## config.mk

```make
export PLATFORM = sky130hd
export DESIGN_NAME = mjpd_ram
export DESIGN_NICKNAME = d
export VERILOG_FILES = /design/src/rtl/mjpd_ram.sv
export SDC_FILE = /design/constraint.sdc
export NUM_CORES = 1
export LEC_CHECK = 0
export ABC_CLOCK_PERIOD_IN_PS = 4059
export BUFFER_PORTS_ARGS = -buffer_cell sky130_fd_sc_hd__buf_2
export CORE_MARGIN = 5
export CORE_UTILIZATION = 40
export CTS_BUF_LIST = sky130_fd_sc_hd__clkbuf_2 sky130_fd_sc_hd__clkbuf_4 sky130_fd_sc_hd__clkbuf_8
export CTS_CLUSTER_DIAMETER = 30
export DETAILED_ROUTE_END_ITERATION = 10
export SLEW_MARGIN = 15
export SYNTH_ARGS = -nofsm -noshare
export SYNTH_HDL_FRONTEND = slang
export SYNTH_SLANG_ARGS = --single-unit
```

## constraint.sdc

```tcl
create_clock -name i_clk -period 4.06 [get_ports i_clk]
set_clock_uncertainty 0.2 [all_clocks]
set_input_delay 0.406 -clock i_clk [delete_from_list [all_inputs] [get_ports i_clk]]
set_output_delay 0.406 -clock i_clk [all_outputs]
set_load 0.02 [all_outputs]
```

## src/rtl/mjpd_ram.sv

```systemverilog
// Generic simple dual-port RAM with one write port and a registered read port.
// No dependencies.
module mjpd_ram #(
    parameter int WIDTH = 32,
    parameter int DEPTH = 32
) (
    input  logic                     i_clk,
    input  logic                     i_we,
    input  logic [$clog2(DEPTH)-1:0] i_waddr,
    input  logic [WIDTH-1:0]         i_wdata,
    input  logic [$clog2(DEPTH)-1:0] i_raddr,
    output logic [WIDTH-1:0]         o_rdata
);

    logic [WIDTH-1:0] r_mem [DEPTH];

    // Write port and registered read port.
    always_ff @(posedge i_clk) begin
        if (i_we) begin
            r_mem[i_waddr] <= i_wdata;
        end
        o_rdata <= r_mem[i_raddr];
    end

endmodule

```

==> impl_metrics.py, run 1 <==
metrics = {
    "run_status": {
        "outcome": "finished clean",
    },
    "floorplan": {
        "num_rows": 116,
        "die_y_um": 328,
        "dieArea_um2": 108000,
        "die_w_um": 328,
        "core_area_um2": 100000,
        "start_util_pct": 40.4,
        "io_pins": 76,
    },
    "drt": {
        "drt-initial-drc-count": 2107,
        "drcViolationCount": 0,
        "ant_nets": 0,
        "finalWirelength_um": 100000,
        "vias": 21600,
        "first_pass_iters": 6,
        "routedWlPerCell_um": 24.7,
        "via_per_inst": 5.33,
    },
    "global_route": {
        "grt_pass1_wl_um": 146000,
        "grtUsageTotal_pct": 18.3,
        "grt-ovfl-total": 0,
        "antenna_found_initial": 3,
        "grt_start_max_net_pins": 65,
        "first_global_vias": 22100,
    },
    "worst_setup_path": {
        "cp_max_fo": 29,
        "cp_num_cells": 6,
        "critical-path-top-delay-family": "buffers and inverters",
        "cp_slowest_stage_delay_ns": 0.65,
        "worstSetupEndpointType": "register",
        "rrSetupSlack_ns": 2.05,
        "startpoint": "i_waddr[4]",
        "timing.rr.end": "o_rdata[14]",
        "path_cells": "dlygate4sd3_1 -> buf_2 -> or3b_2 -> dlygate4sd3_1 -> nor2_4 -> buf_4",
        "cp.required_ns": 4.31,
        "crit_top_cell": "dlygate4sd3_1",
        "critPathBufInv": 4,
        "cp_slowest_cell": "dlygate4sd3_1",
        "cp.arrival_ns": 3.02,
        "worst_setup_path_start_kind": "primary input",
        "endpoint": "r_mem[8][0]",
        "crit_type": "in2reg",
        "r2r_cells": 5,
        "r2r_start": "r_mem[7][14]",
    },
    "timing": {
        "rsz0062_at_grt": "false",
        "drv_slew": 0,
        "fmax_ghz": 0.360,
        "period_share_pct": 68.3,
        "tightest_slew_ns": 1.18,
        "slew_headroom_pct": 21.1,
        "setup_slack_ns": 1.29,
        "setup_viol": 0,
        "hold_viol_final": 0,
        "hold_slack_ns": 0.0824,
        "fin_crit_ns": 2.77,
        "final.setup.tns_ns": 0,
    },
    "pwr": {
        "clockPowerShare_pct": 45.5,
        "p_sw_share_pct": 22.2,
        "p_sw_mw": 5.48,
        "vdd_ir_drop_max_mv": 0.239,
        "p_per_area_nw_per_um2": 518,
        "total_power_mw": 24.7,
        "p_seq_share_pct": 49.4,
        "comb_power_share_pct": 5.1,
        "p_leak_nw": 16.7,
        "internal_power_mw": 19.2,
    },
    "finish": {
        "finalInstanceArea_um2": 47600,
        "n_fill_cell": 8400,
        "seq_area_um2": 31400,
        "fin_util_pct": 47.5,
        "drive_gt1_share_pct": 19.3,
        "final_common_cell": "edfxtp_1",
        "area_growth_pct": 17.6,
        "instances_no_fill": 4048,
        "nNetsFinal": 2560,
        "multi_input_comb_area_um2": 8610,
        "final_cell_mix": "edfxtp_1 (1024), mux2i_1 (512), clkbuf_8 (217)",
    },
    "placement": {
        "placed_area_um2": 42700,
        "dp_slack_ns": 0.927,
        "port-buffer-count": 75,
        "gp_congestion": 0.765,
        "hpwl_um": 55600,
        "dp_cells": 3623,
    },
    "yosys": {
        "netlist-cell-type-count": 25,
        "yosysSeqAreaShare_pct": 77.5,
        "syn_inst": 2260,
        "syn_area_um2": 40500,
        "ys_warn_count": 0,
        "synth_seq_cells": 1056,
        "synth_fp_nets": 2304,
        "syn_avg_cell_area_um2": 17.9,
    },
    "cts": {
        "cts_buffers": 206,
        "insertion_delay_ns": 0.85,
        "cts_tree": "yes",
        "ctsResizeCount": 0,
        "path_clk_slew_ns": 0.05,
        "cts_htree_levels": 4,
        "root_buffer": "clkbuf_8",
        "clk_path_buf_depth": 3,
        "cts.sinks": 1056,
        "post_cts_buffers": 0,
    },
    "hold_path": {
        "hold_path_class": "in2reg",
    },
    "run": {
        "max-cap-violations": 0,
    },
}
[per-layer routing]
layer  vias up  track usage [%]  wire [um]
met2       789             28.8      47200
met3       109             3.87       6660
met5         -                0          0
met1     11100             26.2      44800
li1       9568                -          -
met4         0             4.59       1330
[synth_stat cells]
cell         n  area, um^2
edfxtp_1  1024       30700
mux2i_1    512        5120
nand2_1     98         368
nand3_1     98         490
a21oi_1     96         480
a22oi_1     96         721
a22o_1      64         561
clkbuf_1    46         173
nor2_1      34         128
buf_4       33         248
a31oi_1     32         200
dfxtp_1     32         641
nor3_1      32         160
buf_2       26         130
buf_6       15         169
buf_1        5        18.8
nand3b_1     5        37.5
or3b_2       3        26.3
clkbuf_4     2        15.0
nand2b_1     2        12.5
and2_1       1        6.26
and2b_1      1        7.51
nor2b_1      1        6.26
or2_2        1        6.26
or3_1        1        6.26
[worst min path at each step]
| stage | start | endpoint | slack (ns) | cells after the start |
|---|---|---|---|---|
| finish | i_waddr[3] | r_mem[15][10] | 0.08 | 3 |
| CTS | i_waddr[3] | r_mem[15][10] | 0.002 | 3 |
| floorplan | i_wdata[0] | r_mem[0][0] | 0.30 | 0 |
| global placement | r_mem[26][4] | o_rdata[4] | 0.39 | 4 |
| detailed placement | r_mem[17][12] | o_rdata[12] | 0.38 | 4 |
| global route | i_waddr[3] | r_mem[14][10] | 0.05 | 3 |
[what timing repair did]
item | 4_1_cts | 5_1_grt
hold buffers | 39 | 0
setup endpoints to repair | 0 | 0
endpoints found under the hold margin | 1030 | 0
[power by group through the flow]
stage / clock [mW] / combinational [mW] / sequential, mW
after global routing: 12.0 / 1.33 / 12.2
after global placement: 0 / 1.21 / 12.4
after CTS: 11.4 / 1.26 / 12.2
after floorplan: 0 / 0.626 / 12.4
final: 11.2 / 1.25 / 12.2
after detailed placement: 0 / 1.23 / 12.4
[state kept, by name, summed over array words and instances (netlist names)]
signal   flops
r_mem     1024
o_rdata     32
[cell families (layout without fill, tap and decap cells)]
logic type	Yosys count	after routing	share of synthesized area, %
AND/OR/NAND/NOR	277	277	3.10
flip-flops	1056	1056	77.5
multiplexers	512	512	12.7
other	0	3	0
AO/OA/AOI/OAI	288	288	4.85
buffers and inverters	127	555	1.86
[area by class of cell]
type	count	share of cell area, %
antenna	3	0.0158
clock buffer	254	6.85
clock inverter	126	2.52
multi-input combinational	1077	18.1
sequential	1056	65.9
tap	1357	3.57
timing repair buffer	175	3.05
[tightest hold or removal path, stage by stage]
cell and delay [ns]:
buf_2 0.14, nand3b_1 0.33, nor2_4 0.05
Power figures use the tool's default switching activity.
==> run 2, diff against run 1 <==
--- a/config.mk
+++ b/config.mk
@@ -5,7 +5,7 @@
 export SDC_FILE = /design/constraint.sdc
 export NUM_CORES = 1
 export LEC_CHECK = 0
-export ABC_CLOCK_PERIOD_IN_PS = 4059
+export ABC_CLOCK_PERIOD_IN_PS = 2500
 export BUFFER_PORTS_ARGS = -buffer_cell sky130_fd_sc_hd__buf_2
 export CORE_MARGIN = 5
 export CORE_UTILIZATION = 40
==> constraint.sdc (replaced) <==
create_clock -name i_clk -period 2.5 [get_ports i_clk]
set_clock_uncertainty 0.2 [all_clocks]
set_input_delay 0.25 -clock i_clk [delete_from_list [all_inputs] [get_ports i_clk]]
set_output_delay 0.25 -clock i_clk [all_outputs]
set_load 0.02 [all_outputs]
==> impl_metrics.py, run 2 (synthesis gave the netlist of run 1 again) <==
metrics = {
    "cts": {
        "clk_path_buf_depth": 3,
        "path_clk_slew_ns": 0.06,
        "insertion_delay_ns": 0.83,
        "root_buffer": "clkbuf_8",
        "cts.sinks": 1056,
        "cts_buffers": 187,
        "post_cts_buffers": 0,
        "cts_htree_levels": 4,
        "cts_tree": "yes",
    },
    "drt": {
        "finalWirelength_um": 99100,
        "drt-initial-drc-count": 1708,
        "via_per_inst": 5.32,
        "routedWlPerCell_um": 24.3,
        "drcViolationCount": 0,
        "ant_nets": 0,
        "first_pass_iters": 5,
        "vias": 21700,
    },
    "timing": {
        "final.setup.tns_ns": 0,
        "period_share_pct": 98.5,
        "drv_slew": 0,
        "hold_slack_ns": 0.284,
        "fmax_ghz": 0.406,
        "setup_slack_ns": 0.0365,
        "fin_crit_ns": 2.46,
        "tightest_slew_ns": 0.699,
        "hold_viol_final": 0,
        "rsz0062_at_grt": "false",
        "setup_viol": 0,
        "slew_headroom_pct": 53.4,
    },
    "worst_setup_path": {
        "r2r_start": "r_mem[3][30]",
        "cp_max_fo": 46,
        "worst_setup_path_start_kind": "primary input",
        "worstSetupEndpointType": "register",
        "rrSetupSlack_ns": 0.48,
        "timing.rr.end": "o_rdata[30]",
        "cp.required_ns": 3.01,
        "startpoint": "i_raddr[0]",
        "crit_type": "in2reg",
        "endpoint": "o_rdata[29]",
        "cp.arrival_ns": 2.97,
        "r2r_cells": 7,
    },
    "finish": {
        "finalInstanceArea_um2": 48200,
        "final_common_cell": "edfxtp_1",
        "largest_register_ffs": 1024,
        "reg_top3": "r_mem: 1024 flops, o_rdata: 32 flops",
        "area_growth_pct": 19.1,
        "largest_register": "r_mem",
        "final_cell_mix": "edfxtp_1 (1024), mux2i_1 (512), clkbuf_8 (200)",
        "drive_gt1_share_pct": 20.3,
        "n_fill_cell": 8296,
        "nNetsFinal": 2615,
    },
    "global_route": {
        "grt_start_max_net_pins": 48,
        "grtUsageTotal_pct": 18.2,
        "antenna_found_initial": 4,
        "grt_pass1_wl_um": 145000,
        "grt-ovfl-total": 0,
        "first_global_vias": 22500,
    },
    "placement": {
        "dp_slack_ns": 0.236,
        "port-buffer-count": 75,
        "placed_area_um2": 43800,
        "hpwl_um": 56800,
        "gp_congestion": 0.792,
    },
    "floorplan": {
        "start_util_pct": 40.4,
        "core_area_um2": 100000,
        "dieArea_um2": 108000,
        "die_w_um": 328,
        "num_rows": 116,
        "io_pins": 76,
        "die_y_um": 328,
    },
    "hold_path": {
        "hold_path_class": "in2reg",
        "whs_path_depth": 2,
    },
    "pwr": {
        "clockPowerShare_pct": 42.8,
        "comb_power_share_pct": 5.4,
        "p_seq_share_pct": 51.8,
        "p_per_area_nw_per_um2": 793,
        "p_sw_share_pct": 22.1,
        "p_leak_nw": 16.9,
        "p_sw_mw": 8.46,
        "vdd_ir_drop_max_mv": 0.507,
        "internal_power_mw": 29.8,
    },
    "run_status": {
        "outcome": "finished clean",
    },
    "run": {
        "max-cap-violations": 0,
    },
}
==> run 2: timing repair <==
item                       4_1_cts  5_1_grt
setup endpoints to repair        0        1
resized for setup                0        1
hold buffers                    53        0
hold endpoints to repair      1072        0
==> run 2: how the worst min path moves through the flow <==
stage	startpoint	endpoint
3_5_place_dp	r_mem[16][24]	o_rdata[24]
2_1_floorplan	i_wdata[0]	r_mem[0][0]
3_3_place_gp	r_mem[16][24]	o_rdata[24]
6_report	i_wdata[20]	r_mem[14][20]
4_1_cts	i_wdata[20]	r_mem[0][20]
5_1_grt	i_wdata[20]	r_mem[1][20]
==> run 2: worst max-delay path: stages <==
cell and delay, ns:
dlygate4sd3_1 0.58, buf_8 0.21, buf_12 0.30, buf_4 0.35, mux2i_1 0.24, a22oi_1 0.12
nand3_1 0.17, nand3_1 0.09, dlygate4sd3_1 0.55
==> run 2: layout make-up <==
cell class / instances / area [um^2] / share of cell area (%)
flip-flops and latches: 1056 / 31400 / 65.1
multi-input cells: 1077 / 8620 / 17.9
clock buffers: 245 / 3090 / 6.41
repair buffers: 249 / 2590 / 5.36
well taps: 1357 / 1700 / 3.52
clock inverters: 93 / 842 / 1.75
diodes: 4 / 10.0 / 0.0208
==> run 2: layer usage <==
layer	part of all wire [%]	wire, um	vias up	GRT usage [%]
met2	49	48400	695	30.2
li1	-	-	9650	-
met1	43	42400	11200	24.1
met5	0	0	-	0
met3	5.7	5610	168	3.64
met4	2.7	2680	0	6.20
==> run 2: stage by stage <==
stage,utilization (%),power (mW),instances
floorplan,-,21.2,2260
global placement,43.6,22.1,3686
detailed placement,43.6,22.2,3686
CTS,48.1,38.6,4077
global route,48.1,39.6,4079
finish,48.1,38.3,4081
==> run 2: power groups by stage <==
stage / Sequential [mW] / Combinational [mW] / Clock [mW]
after floorplan: 20.2 / 1.02 / 0
after global placement: 20.2 / 1.97 / 0
after CTS: 19.8 / 2.09 / 16.7
after global routing: 19.8 / 2.21 / 17.6
after detailed placement: 20.2 / 2.01 / 0
final: 19.8 / 2.07 / 16.4
